### config.mk
export PLATFORM = sky130hd
export DESIGN_NAME = bit_column_mask_compaction_unit_flat
export DESIGN_NICKNAME = d
export VERILOG_FILES = /design/src/rtl/core/bcmc_pkg.sv /design/src/rtl/core/bcmc_in_if.sv /design/src/rtl/core/bcmc_out_if.sv /design/src/rtl/core/bcmc_front.sv /design/src/rtl/core/bcmc_queue.sv /design/src/rtl/core/bcmc_back.sv /design/src/rtl/core/bit_column_mask_compaction_unit.sv /design/src/flat_wrapper.sv
export VERILOG_INCLUDE_DIRS = /design/src /design/src/rtl/core
export SDC_FILE = /design/constraint.sdc
export NUM_CORES = 2
export LEC_CHECK = 0
export ABC_AREA = 1
export BUFFER_PORTS_ARGS = -buffer_cell sky130_fd_sc_hd__buf_2
export CAP_MARGIN = 20
export CORE_ASPECT_RATIO = 0.5
export CORE_MARGIN = 4
export CORE_UTILIZATION = 45
export CTS_CLUSTER_SIZE = 28
export DETAILED_ROUTE_END_ITERATION = 8
export GPL_ROUTABILITY_DRIVEN = 0
export MAX_ROUTING_LAYER = met4
export SETUP_SLACK_MARGIN = 0.3
export SYNTH_ARGS = -nofsm -noshare
export SYNTH_HDL_FRONTEND = slang
export SYNTH_HIERARCHICAL = 1
export SYNTH_SLANG_ARGS = --single-unit
### constraint.sdc
create_clock -name clk -period 31.2 [get_ports clk]
set_clock_uncertainty 0.2 [all_clocks]
set_input_delay 1.56 -clock clk [delete_from_list [all_inputs] [get_ports clk]]
set_output_delay 1.56 -clock clk [all_outputs]
set_load 0.005 [all_outputs]
### src/rtl/core/bit_column_mask_compaction_unit_defines.svh
// assertion macros shared by the bit column mask compaction rtl
`ifndef BIT_COLUMN_MASK_COMPACTION_UNIT_DEFINES_SVH
`define BIT_COLUMN_MASK_COMPACTION_UNIT_DEFINES_SVH
`ifndef SYNTHESIS
// same-cycle implication, sampled on clk, off while arst_n is low
`define BCMC_ASSERT_IMP(lbl, ante, cons) \
	lbl: assert property (@(posedge clk) disable iff (!arst_n) (ante) |-> (cons)) \
		else $error("bcmc: assertion failed");
// next-cycle implication, sampled on clk, off while arst_n is low
`define BCMC_ASSERT_NXT(lbl, ante, cons) \
	lbl: assert property (@(posedge clk) disable iff (!arst_n) (ante) |=> (cons)) \
		else $error("bcmc: assertion failed");
`else
`define BCMC_ASSERT_IMP(lbl, ante, cons)
`define BCMC_ASSERT_NXT(lbl, ante, cons)
`endif
`endif

### src/rtl/core/bcmc_pkg.sv
// shared constants for the bit column mask compaction unit
package bcmc_pkg;

	// fixed payload widths of the channels
	localparam int unsigned DATA_W = 64;
	localparam int unsigned CNT_W  = 7;

endpackage

### src/rtl/core/bcmc_in_if.sv
// input channel: one data chunk with its mask, bit count and last flag per beat
interface bcmc_in_if;

	logic                          valid;
	logic                          ready;
	logic [bcmc_pkg::DATA_W-1:0]   data_word;
	logic [bcmc_pkg::DATA_W-1:0]   mask_word;
	logic [bcmc_pkg::CNT_W-1:0]    valid_bits;
	logic                          last_chunk;

	modport source (
		output valid, data_word, mask_word, valid_bits, last_chunk,
		input  ready
	);

	modport sink (
		input  valid, data_word, mask_word, valid_bits, last_chunk,
		output ready
	);

endinterface

### src/rtl/core/bcmc_out_if.sv
// output channel: one packed word with its bit count and last mark per beat
interface bcmc_out_if;

	logic                          valid;
	logic                          ready;
	logic [bcmc_pkg::DATA_W-1:0]   packed_word;
	logic [bcmc_pkg::CNT_W-1:0]    bit_count;
	logic                          last_word;

	modport source (
		output valid, packed_word, bit_count, last_word,
		input  ready
	);

	modport sink (
		input  valid, packed_word, bit_count, last_word,
		output ready
	);

endinterface

### src/rtl/core/bcmc_front.sv
// front pipeline: clips the chunk, marks kept bits and compresses them to bit 0
module bcmc_front #(
	parameter int unsigned W  = 64,
	parameter int unsigned CW = 7,
	parameter int unsigned SW = 6
) (
	input  logic              clk,
	input  logic              arst_n,
	bcmc_in_if.sink           chunk,
	input  logic              q_full,
	output logic              push,
	output logic [W-1:0]      push_bits,
	output logic [CW-1:0]     push_cnt,
	output logic              push_last
);

	localparam int unsigned CNTW = bcmc_pkg::CNT_W;
	localparam int unsigned HALF = SW / 2;

	// kept bits travel with the distance each one still has to move down
	typedef struct packed {
		logic [W-1:0]          bits;
		logic [W-1:0]          keep;
		logic [W-1:0][SW-1:0]  amt;
	} elems_t;

	// one level of the compress network: move by 2**k where bit k of the distance is set
	function automatic elems_t shift_stage(elems_t e, int k);
		elems_t r;
		int     s;
		int     src;
		r = '0;
		s = 1 << k;
		for (int p = 0; p < W; p++) begin
			src = p + s;
			if (e.keep[p] && !e.amt[p][k]) begin
				r.bits[p] = e.bits[p];
				r.keep[p] = 1'b1;
				r.amt[p]  = e.amt[p];
			end else if (src < W) begin
				if (e.keep[src] && e.amt[src][k]) begin
					r.bits[p] = e.bits[src];
					r.keep[p] = 1'b1;
					r.amt[p]  = e.amt[src];
				end
			end
		end
		return r;
	endfunction

	logic              en;
	logic [CW-1:0]     vclip;
	logic [W-1:0]      keep;
	logic [SW-1:0]     pre [W];
	logic [SW-1:0]     nxt [W];
	logic [CW-1:0]     kept;
	elems_t            e_in;
	elems_t            e_mid;
	elems_t            e_out;

	logic              val_s1;
	elems_t            e_s1;
	logic [CW-1:0]     cnt_s1;
	logic              last_s1;
	logic              val_s2;
	elems_t            e_s2;
	logic [CW-1:0]     cnt_s2;
	logic              last_s2;
	logic              val_s3;
	logic [W-1:0]      bits_s3;
	logic [CW-1:0]     cnt_s3;
	logic              last_s3;

	// whole pipeline moves unless the last stage is stuck on a full queue
	assign en          = !val_s3 || !q_full;
	assign chunk.ready = en;
	assign push        = val_s3 && !q_full;
	assign push_bits   = bits_s3;
	assign push_cnt    = cnt_s3;
	assign push_last   = last_s3;

	// clip the count and mark kept bits
	always_comb begin
		if (chunk.valid_bits > CNTW'(W)) begin
			vclip = CW'(W);
		end else begin
			vclip = chunk.valid_bits[CW-1:0];
		end
		for (int i = 0; i < W; i++) begin
			keep[i] = chunk.mask_word[i] && (CW'(i) < vclip);
		end
	end

	// exclusive prefix count of dropped bits, log-depth scan
	always_comb begin
		for (int i = 0; i < W; i++) begin
			if (i == 0) begin
				pre[i] = '0;
			end else begin
				pre[i] = SW'(!keep[i-1]);
			end
		end
		for (int l = 0; l < SW; l++) begin
			nxt = pre;
			for (int i = 0; i < W; i++) begin
				if (i >= (1 << l)) begin
					pre[i] = nxt[i] + nxt[i - (1 << l)];
				end
			end
		end
		kept = CW'(W) - (CW'(pre[W-1]) + CW'(!keep[W-1]));
	end

	// element set entering the network
	always_comb begin
		e_in.bits = chunk.data_word[W-1:0] & keep;
		e_in.keep = keep;
		for (int i = 0; i < W; i++) begin
			e_in.amt[i] = pre[i];
		end
	end

	// low half of the distance bits
	always_comb begin
		e_mid = e_s1;
		for (int k = 0; k < HALF; k++) begin
			e_mid = shift_stage(e_mid, k);
		end
	end

	// high half of the distance bits
	always_comb begin
		e_out = e_s2;
		for (int k = HALF; k < SW; k++) begin
			e_out = shift_stage(e_out, k);
		end
	end

	// stage valid bits
	always_ff @(posedge clk or negedge arst_n) begin
		if (!arst_n) begin
			val_s1 <= 1'b0;
			val_s2 <= 1'b0;
			val_s3 <= 1'b0;
		end else if (en) begin
			val_s1 <= chunk.valid;
			val_s2 <= val_s1;
			val_s3 <= val_s2;
		end
	end

	// stage payloads
	always_ff @(posedge clk) begin
		if (en) begin
			e_s1    <= e_in;
			cnt_s1  <= kept;
			last_s1 <= chunk.last_chunk;
			e_s2    <= e_mid;
			cnt_s2  <= cnt_s1;
			last_s2 <= last_s1;
			bits_s3 <= e_out.bits;
			cnt_s3  <= cnt_s2;
			last_s3 <= last_s2;
		end
	end

endmodule

### src/rtl/core/bcmc_queue.sv
// small register queue between the compress pipeline and the packer
`include "bit_column_mask_compaction_unit_defines.svh"

module bcmc_queue #(
	parameter int unsigned WIDTH = 72,
	parameter int unsigned DEPTH = 4
) (
	input  logic              clk,
	input  logic              arst_n,
	input  logic              push,
	input  logic [WIDTH-1:0]  push_data,
	input  logic              pop,
	output logic [WIDTH-1:0]  pop_data,
	output logic              full,
	output logic              empty
);

	localparam int unsigned AW = (DEPTH > 1) ? $clog2(DEPTH) : 1;
	localparam int unsigned NW = $clog2(DEPTH + 1);

	logic [WIDTH-1:0]  mem_q [DEPTH];
	logic [AW-1:0]     wr_ptr_q;
	logic [AW-1:0]     rd_ptr_q;
	logic [NW-1:0]     count_q;

	assign full     = (count_q == NW'(DEPTH));
	assign empty    = (count_q == '0);
	assign pop_data = mem_q[rd_ptr_q];

	// pointers and fill level
	always_ff @(posedge clk or negedge arst_n) begin
		if (!arst_n) begin
			wr_ptr_q <= '0;
			rd_ptr_q <= '0;
			count_q  <= '0;
		end else begin
			if (push) begin
				wr_ptr_q <= (wr_ptr_q == AW'(DEPTH - 1)) ? '0 : wr_ptr_q + 1'b1;
			end
			if (pop) begin
				rd_ptr_q <= (rd_ptr_q == AW'(DEPTH - 1)) ? '0 : rd_ptr_q + 1'b1;
			end
			if (push && !pop) begin
				count_q <= count_q + 1'b1;
			end else if (pop && !push) begin
				count_q <= count_q - 1'b1;
			end
		end
	end

	// entry storage
	always_ff @(posedge clk) begin
		if (push) begin
			mem_q[wr_ptr_q] <= push_data;
		end
	end

	`BCMC_ASSERT_IMP(a_push_has_room, push, count_q < NW'(DEPTH))
	`BCMC_ASSERT_IMP(a_pop_has_entry, pop, count_q != '0)

endmodule

### src/rtl/core/bcmc_back.sv
// packer: appends compressed chunks to the pending word and drives result beats
`include "bit_column_mask_compaction_unit_defines.svh"

module bcmc_back #(
	parameter int unsigned W  = 64,
	parameter int unsigned CW = 7,
	parameter int unsigned SW = 6
) (
	input  logic              clk,
	input  logic              arst_n,
	input  logic              q_valid,
	input  logic [W-1:0]      q_bits,
	input  logic [CW-1:0]     q_cnt,
	input  logic              q_last,
	output logic              q_pop,
	bcmc_out_if.source        result
);

	localparam int unsigned TW   = $clog2(2 * W);
	localparam int unsigned DW   = bcmc_pkg::DATA_W;
	localparam int unsigned CNTW = bcmc_pkg::CNT_W;

	logic [W-1:0]      pend_q;
	logic [SW-1:0]     pend_cnt_q;
	logic              out_valid_q;
	logic [W-1:0]      out_word_q;
	logic [CW-1:0]     out_cnt_q;
	logic              out_last_q;
	logic              hold_valid_q;
	logic [W-1:0]      hold_word_q;
	logic [SW-1:0]     hold_cnt_q;

	logic              out_free;
	logic [2*W-1:0]    joined;
	logic [W-1:0]      lo;
	logic [W-1:0]      hi;
	logic [TW-1:0]     total;
	logic              full;
	logic [SW-1:0]     rem;
	logic              r0_v;
	logic [CW-1:0]     r0_cnt;
	logic              r0_last;
	logic              r1_v;

	assign out_free = !out_valid_q || result.ready;
	assign q_pop    = q_valid && !hold_valid_q && out_free;

	// append the chunk above the pending bits
	always_comb begin
		joined = {{W{1'b0}}, pend_q} | ({{W{1'b0}}, q_bits} << pend_cnt_q);
		lo     = joined[W-1:0];
		hi     = joined[2*W-1:W];
		total  = TW'(pend_cnt_q) + TW'(q_cnt);
		full   = (total >= TW'(W));
		if (full) begin
			rem = SW'(total - TW'(W));
		end else begin
			rem = SW'(total);
		end
	end

	// results caused by this beat: a full word, a final partial word, or both
	always_comb begin
		r0_v    = full || q_last;
		r1_v    = full && q_last && (rem != '0);
		if (full) begin
			r0_cnt  = CW'(W);
			r0_last = q_last && (rem == '0);
		end else begin
			r0_cnt  = CW'(rem);
			r0_last = 1'b1;
		end
	end

	// output slot, second-result hold control and pending word
	always_ff @(posedge clk or negedge arst_n) begin
		if (!arst_n) begin
			out_valid_q  <= 1'b0;
			hold_valid_q <= 1'b0;
			pend_cnt_q   <= '0;
			pend_q       <= '0;
		end else begin
			if (hold_valid_q && out_free) begin
				out_valid_q  <= 1'b1;
				hold_valid_q <= 1'b0;
			end else if (q_pop) begin
				out_valid_q  <= r0_v;
				hold_valid_q <= r1_v;
			end else if (out_free) begin
				out_valid_q <= 1'b0;
			end
			if (q_pop) begin
				pend_cnt_q <= q_last ? '0 : rem;
				if (q_last) begin
					pend_q <= '0;
				end else if (full) begin
					pend_q <= hi;
				end else begin
					pend_q <= lo;
				end
			end
		end
	end

	// output and hold payloads
	always_ff @(posedge clk) begin
		if (hold_valid_q && out_free) begin
			out_word_q <= hold_word_q;
			out_cnt_q  <= CW'(hold_cnt_q);
			out_last_q <= 1'b1;
		end else if (q_pop) begin
			out_word_q  <= lo;
			out_cnt_q   <= r0_cnt;
			out_last_q  <= r0_last;
			hold_word_q <= hi;
			hold_cnt_q  <= rem;
		end
	end

	assign result.valid       = out_valid_q;
	assign result.packed_word = DW'(out_word_q);
	assign result.bit_count   = CNTW'(out_cnt_q);
	assign result.last_word   = out_last_q;

	`BCMC_ASSERT_IMP(a_hold_behind_out, hold_valid_q, out_valid_q)
	`BCMC_ASSERT_IMP(a_pop_gated, q_pop, q_valid && !hold_valid_q)
	`BCMC_ASSERT_NXT(a_last_clears_pending, q_pop && q_last, pend_cnt_q == '0)

endmodule

### src/rtl/core/bit_column_mask_compaction_unit.sv
// top level of the bit column mask compaction unit
//
//  channel  dir  modport  beat contents
//  chunk    in   sink     data_word, mask_word, valid_bits, last_chunk
//  result   out  source   packed_word, bit_count, last_word
//
// one chunk accepted per cycle unless stalled; stages s1 to s3 carry it to the packer queue
// the packer takes one queue entry per cycle while no second result is held and the output
//   is free; a last chunk that closes a full word with a remainder yields two result beats
// reset clears the pipeline valids, queue pointers, pending word and count; no clearing pass
// chunk.ready drops only while the third compress stage holds a beat and the queue is full
module bit_column_mask_compaction_unit #(
	parameter int unsigned WORD_BITS   = 64,
	parameter int unsigned QUEUE_DEPTH = 4
) (
	input  logic        clk,
	input  logic        arst_n,
	bcmc_in_if.sink     chunk,
	bcmc_out_if.source  result
);

	localparam int unsigned W  = WORD_BITS;
	localparam int unsigned CW = $clog2(W + 1);
	localparam int unsigned SW = $clog2(W);
	localparam int unsigned EW = W + CW + 1;

	logic           push;
	logic [W-1:0]   push_bits;
	logic [CW-1:0]  push_cnt;
	logic           push_last;
	logic           q_full;
	logic           q_empty;
	logic           q_pop;
	logic [EW-1:0]  q_data;

	// compress pipeline
	bcmc_front #(
		.W  (W),
		.CW (CW),
		.SW (SW)
	) u_front (
		.clk       (clk),
		.arst_n    (arst_n),
		.chunk     (chunk),
		.q_full    (q_full),
		.push      (push),
		.push_bits (push_bits),
		.push_cnt  (push_cnt),
		.push_last (push_last)
	);

	// decoupling queue
	bcmc_queue #(
		.WIDTH (EW),
		.DEPTH (QUEUE_DEPTH)
	) u_queue (
		.clk       (clk),
		.arst_n    (arst_n),
		.push      (push),
		.push_data ({push_last, push_cnt, push_bits}),
		.pop       (q_pop),
		.pop_data  (q_data),
		.full      (q_full),
		.empty     (q_empty)
	);

	// word packer
	bcmc_back #(
		.W  (W),
		.CW (CW),
		.SW (SW)
	) u_back (
		.clk     (clk),
		.arst_n  (arst_n),
		.q_valid (!q_empty),
		.q_bits  (q_data[W-1:0]),
		.q_cnt   (q_data[W+CW-1:W]),
		.q_last  (q_data[EW-1]),
		.q_pop   (q_pop),
		.result  (result)
	);

endmodule

### src/flat_wrapper.sv
// flat-port wrapper written by rule: the top's interface ports become plain ports
module bit_column_mask_compaction_unit_flat 
#(
	parameter int unsigned WORD_BITS   = 64,
	parameter int unsigned QUEUE_DEPTH = 4
)
  (clk, arst_n, chunk_valid, chunk_data_word, chunk_mask_word, chunk_valid_bits, chunk_last_chunk, chunk_ready, result_valid, result_packed_word, result_bit_count, result_last_word, result_ready);
  bcmc_in_if chunk_i ();
  bcmc_out_if result_i ();
  input  logic clk;
  input  logic arst_n;
  input wire logic [$bits(chunk_i.valid)-1:0] chunk_valid;
  input wire logic [$bits(chunk_i.data_word)-1:0] chunk_data_word;
  input wire logic [$bits(chunk_i.mask_word)-1:0] chunk_mask_word;
  input wire logic [$bits(chunk_i.valid_bits)-1:0] chunk_valid_bits;
  input wire logic [$bits(chunk_i.last_chunk)-1:0] chunk_last_chunk;
  output wire logic [$bits(chunk_i.ready)-1:0] chunk_ready;
  output wire logic [$bits(result_i.valid)-1:0] result_valid;
  output wire logic [$bits(result_i.packed_word)-1:0] result_packed_word;
  output wire logic [$bits(result_i.bit_count)-1:0] result_bit_count;
  output wire logic [$bits(result_i.last_word)-1:0] result_last_word;
  input wire logic [$bits(result_i.ready)-1:0] result_ready;
  assign chunk_i.valid = chunk_valid;
  assign chunk_i.data_word = chunk_data_word;
  assign chunk_i.mask_word = chunk_mask_word;
  assign chunk_i.valid_bits = chunk_valid_bits;
  assign chunk_i.last_chunk = chunk_last_chunk;
  assign chunk_ready = chunk_i.ready;
  assign result_valid = result_i.valid;
  assign result_packed_word = result_i.packed_word;
  assign result_bit_count = result_i.bit_count;
  assign result_last_word = result_i.last_word;
  assign result_i.ready = result_ready;
  bit_column_mask_compaction_unit #(.WORD_BITS(WORD_BITS), .QUEUE_DEPTH(QUEUE_DEPTH)) u_core (.clk(clk), .arst_n(arst_n), .chunk(chunk_i), .result(result_i));
endmodule
* Word level (Yosys, flattened, before mapping)
Memory sizes are Yosys's and may differ from the RTL's.
Index checks and enable logic that the tools add are counted.
** Storage, ports and cells
- Flip-flop bits (word level) :: 1325
- Memory bits (writable) :: 288
- Input bits :: 140
- Memories kept :: 1
** Memory list
- u_core.u_queue.mem_q :: words 4, width 72, read ports 1, clocked after Yosys merged registers in 0, write ports 1, line bcmc_queue.sv:21 : logic [WIDTH-1:0] mem_q [DEPTH];
** Cells by class
- Add/subtract/negate cells :: 323
- Magnitude comparators :: 66
- Eq/ne operators :: 3
- Shift operators :: 1
- Muxes and demuxes :: 1845
- Bitwise operators :: 3
- Reduce and logical (&&, ||, !) cells :: 1241
** Operators with widths (count)
- 2-to-1 mux 6 bit :: 607
- 2-to-1 mux 1 bit :: 1228
- logical AND 1 bit :: 777
- zero test 1 bit :: 453
- 2-to-1 mux 64 bit :: 4
- adder 4 x 4 -> 5 bit :: 51
- adder 5 x 5 -> 6 bit :: 39
- adder 3 x 3 -> 4 bit :: 57
- less-than comparator 6 x 7 -> 1 bit, first input constant :: 32
- adder 2 x 2 -> 3 bit :: 60
- bitwise OR 64 x 128 -> 128 bit :: 1
- << shifter 64 x 6 -> 128 bit :: 1
- adder 1 x 1 -> 2 bit :: 62
- less-than comparator 5 x 7 -> 1 bit, first input constant :: 16
- adder 6 bit :: 15
- AND 64 bit :: 1
- less-than comparator 4 x 7 -> 1 bit, first input constant :: 8
- adder 6 x 5 -> 6 bit :: 8
- less-than comparator 3 x 7 -> 1 bit, first input constant :: 4
- adder 5 x 4 -> 6 bit :: 4
- adder 6 x 4 -> 6 bit :: 4
- less-than comparator 1 x 7 -> 1 bit, first input constant :: 2
- less-than comparator 2 x 7 -> 1 bit, first input constant :: 2
- 2-to-1 mux 7 bit :: 2
- 34 further kinds :: 44

* Logic depth before layout (Yosys ltp)
- Depth after elaboration :: 13
- Depth in mapped cells :: 44
- Depth with buffers taken out :: 44

* Hierarchy
Netlist, hierarchy kept.
** Modules (own cells, without submodules)
- bcmc_front :: times used 1, cells each 8418, area each 72210.5 sq um, sequential area each 26230.2 sq um
- bcmc_back :: times used 1, cells each 2021, area each 14259.9 sq um, sequential area each 6015.8 sq um
- bcmc_queue :: times used 1, cells each 891, area each 11856.4 sq um, sequential area each 8823.5 sq um
- bit_column_mask_compaction_unit :: times used 1, cells each 1, area each 3.8 sq um, sequential area each 0.0 sq um

* Least setup slack after synthesis
OpenSTA, ideal clock, no wires.
- Path kind :: flip-flop to flip-flop
- Start :: register u_core.u_front.val_s3
- End :: register u_core.u_front.val_s1
- Library setup time :: 167 ps
- Arrival time :: 21492 ps
- Data required time :: 30833 ps
- Setup slack :: 9341 ps
- Cell stages (with the launch flop) :: 3
- Buffers on the path :: 0
- Period minus slack after synthesis :: 21859 ps
- Cells stage by stage :: dfrtp_1 > nand2_1 > mux2_2
** Between the ends
- Longest elaborated chain between the ends :: 2
** Ends and longest elaborated chain
- from (decl) :: line bcmc_front.sv:69 : logic val_s3;
- from (signal assigned) :: line bcmc_front.sv:148 : val_s3 <= val_s2;
- zero test 1 bit :: line bcmc_front.sv:75 : assign en = !val_s3 || !q_full;
- logical OR 1 bit :: line bcmc_front.sv:75
- net chunk_ready :: line flat_wrapper.sv:17 : output wire logic [$bits(chunk_i.ready)-1:0] chunk_ready;
- to (signal assigned) :: line bcmc_front.sv:146 : val_s1 <= chunk.valid;
- to (decl) :: line bcmc_front.sv:61 : logic val_s1;
The timed path passes the listed nets, and every way through them passes these cells.
A chain may end at the register's enable or synchronous reset.

==> flow_summary.toml <==
[synth]
yosys.area.top_type = "edfxtp_1"
synth_area_sq_um = 98330
ys_ff_latch = 1382
ys_seq_area_share_pct = 41.77
synth_top_area_share_pct = 39.64
synth_nets = 12560
yosysUniqueCellTypes = 64
ys_warn_count = 6
synth-edff-count = 1298
synth_area_leaders = "edfxtp_1, nand2_1, ha_1, fa_1, inv_1"
synth_area_per_cell_sq_um = 8.678
synthFlopType = "edfxtp_1"
async_flop_share_pct = 5.933
synthCells = 11331

[cts]
clk_latency_ps = 820
cts.sinks = 1382
postCtsSetupBuffers = 0
cts_root_buf = "clkbuf_16"
cts-htree-levels = 4
cts_tree = "done"
cts_buffers = 149
cts-resized-gates = 0
cts_buffer_depth = 4
clk_pin_slew_ps = 60
hold_buffers = 0

[route]
routedWlPerCell_microns = 25.78
antenna_left = 0
wirelength_microns = 374500
drc = 0
vias_per_cell = 5.662
vias = 82260
drt_iter0_drc = 11443
first_pass_iters = 6

[critical_path]
crit_fanout = 12
required_ps = 31520
ff2ff_setup_slack_ps = 26420
critPathSlowestCell = "fa_1"
reg2reg_from = "u_core/u_queue/rd_ptr_q[0]"
r2r_cells = 16
start_kind = "primary input"
critPathKind = "primary input to flip-flop"
cpPeakStageDelay_ps = 690
r2r-end = "u_core/u_back/result.packed_word[58]"
worstSetupEndpointType = "flip-flop"
worstPathArrival_ps = 10310
crit_top_cell = "inv_1"

[finish]
fin_util_pct = 49.68
layout.cells.non_filler = 14528
nets = 12767
area_delta_synth_final_pct = 8.921
fillers = 20420
layout-drive-gt1-share_pct = 7.721

[floorplan]
die_h_microns = 338.5
coreArea_sq_um = 215600
die-area_sq_um = 226500
ioPinCount = 214
initial_core_util_pct = 45.61
fp.dieW_microns = 669.1
fp-row-count = 120

[flow_run]
cap_violations = 0

[timing]
timing.setup.tns_ps = 0
max_slew_margin_pct = 18.73
rsz0062_at_grt = "no"
slew_viol_final = 0
tightest_slew_ps = 1215
report.final.hold_viol_count = 0
finalCriticalPeriod_ps = 9990
max_freq_mhz = 100.1
finalSetupViolCount = 0
post-route-period-util_pct = 32.02

[hold_path]
min_from = "u_core/u_front/last_s2"
holdPathEnd = "u_core/u_front/push_last"
hold_depth = 0
hp-class = "flip-flop to flip-flop"

[place]
dp.cells = 14253
io_buffers = 213
hpwl_microns = 309200

[grt]
antenna_found_initial = 26
grt_pass1_wl_microns = 521200
grt_max_degree = 180
grt.overflow.total = 0
grt_usage_pct = 33.23
grt_pass1_vias = 74883

[status]
status = "finished clean"
-- synth_stat cells, drive strengths merged, types with 6 or more instances --
cell,count
nand2,3191
inv,1923
edfxtp,1298
nand3,1120
ha,715
o21ai,587
nor2,506
fa,374
a21oi,307
xor2,221
o211ai,172
o22ai,172
buf,142
a31oi,96
xnor2,85
dfrtp,82
nor3,80
clkbuf,65
nand4,61
o21bai,22
or2,18
o31ai,17
a21o,16
o21a,10
a22oi,7
nor2b,6
-- worst max-delay path, delay by kind of cell --
family,cells,cell delay [ps]
and+or+nand+nor,13,1780
adders and majority gates,12,5160
AOI/OAI and AO/OA,2,250
buffers and inverters,14,1470
-- stage by stage --
| step | cell area [sq um] | worst slack [ps] | hold slack [ps] |
|---|---|---|---|
| floorplan | 98330 | 9341 | 200.3 |
| global placement | 102300 | 20590 | 202.9 |
| detailed placement | 102300 | 20610 | 207.0 |
| CTS | 107000 | 21400 | 221.4 |
| global route | 107100 | 20680 | 232.8 |
| finish | 107100 | 21210 | 219.9 |
-- sequential cells by signal, summed over array words and instances (netlist names), 63 cells and up --
register / cells
u_core/u_back/hold_word_q: 63
u_core/u_back/pend_q: 64
u_core/u_back/result.packed_word: 64
u_core/u_front/e_s1: 475
u_core/u_front/e_s2: 308
u_core/u_front/push_bits: 64
u_core/u_queue/mem_q: 288
-- layout make-up --
type                       count  area, sq um  share of cell area, %
antenna                       17        42.54                0.03972
sequential                  1382        41080                  38.35
inverter                    1924         7238                  6.758
timing repair buffer         263         1485                  1.387
tap                         2867         3587                  3.349
clock buffer                 174         3928                  3.667
multi-input combinational   7818        48920                  45.67
clock inverter                83        828.3                 0.7734
-- routing by layer --
| metal | share of wire, % | routed length, microns | vias up | GRT usage, % |
|---|---|---|---|---|
| met4 | 6.3 | 23670 | 0 | 16.50 |
| li1 | - | - | 37934 | - |
| met1 | 39 | 147800 | 38862 | 43.27 |
| met3 | 13 | 49990 | 857 | 10.62 |
| met2 | 41 | 153100 | 4607 | 46.38 |
| met5 | 0 | 0 | - | - |
-- how the worst max path moves through the flow --
stage,from,endpoint,cells past startpoint,slack [ps]
finish,chunk_valid_bits[6],u_core/u_front/cnt_s1[6],41,21210
floorplan,u_core/u_front/val_s3,u_core/u_front/val_s1,2,9340
global placement,chunk_valid_bits[6],u_core/u_front/cnt_s1[6],41,20590
global route,chunk_valid_bits[6],u_core/u_front/cnt_s1[6],41,20680
detailed placement,chunk_valid_bits[6],u_core/u_front/cnt_s1[6],41,20610
CTS,chunk_valid_bits[6],u_core/u_front/cnt_s1[6],41,21400
-- logic make-up after synthesis --
family | count (synthesis) | share of synthesized area (%)
multiplexers | 3 | 0.03435
adder cells (fa/ha/maj) | 1089 | 16.71
buffers and inverters | 2131 | 8.537
XOR/XNOR | 306 | 2.733
flip-flops | 1382 | 41.77
AND/OR/NAND/NOR | 5000 | 21.82
AO/OA/AOI/OAI | 1420 | 8.401
-- cell usage in the layout, fill, tap and decap left out, types with 22 or more instances in the layout --
cell / instances
a21oi_1: 300
a31oi_1: 96
buf_2: 212
buf_4: 47
clkbuf_16: 153
clkinv_2: 22
dfrtp_1: 75
edfxtp_1: 1298
fa_1: 374
ha_1: 715
inv_1: 1807
inv_2: 111
nand2_1: 3073
nand2_2: 97
nand3_1: 1115
nand4_1: 61
nor2_1: 439
nor2_2: 44
nor2_4: 23
nor3_1: 36
nor3_2: 44
o211ai_1: 170
o21ai_0: 499
o21ai_1: 60
o21ai_2: 27
o21bai_1: 22
o22ai_1: 170
xnor2_1: 84
xor2_1: 220
Power is not shown: default switching activity piles up to over one toggle a cycle in this logic, so the estimate is an artifact.
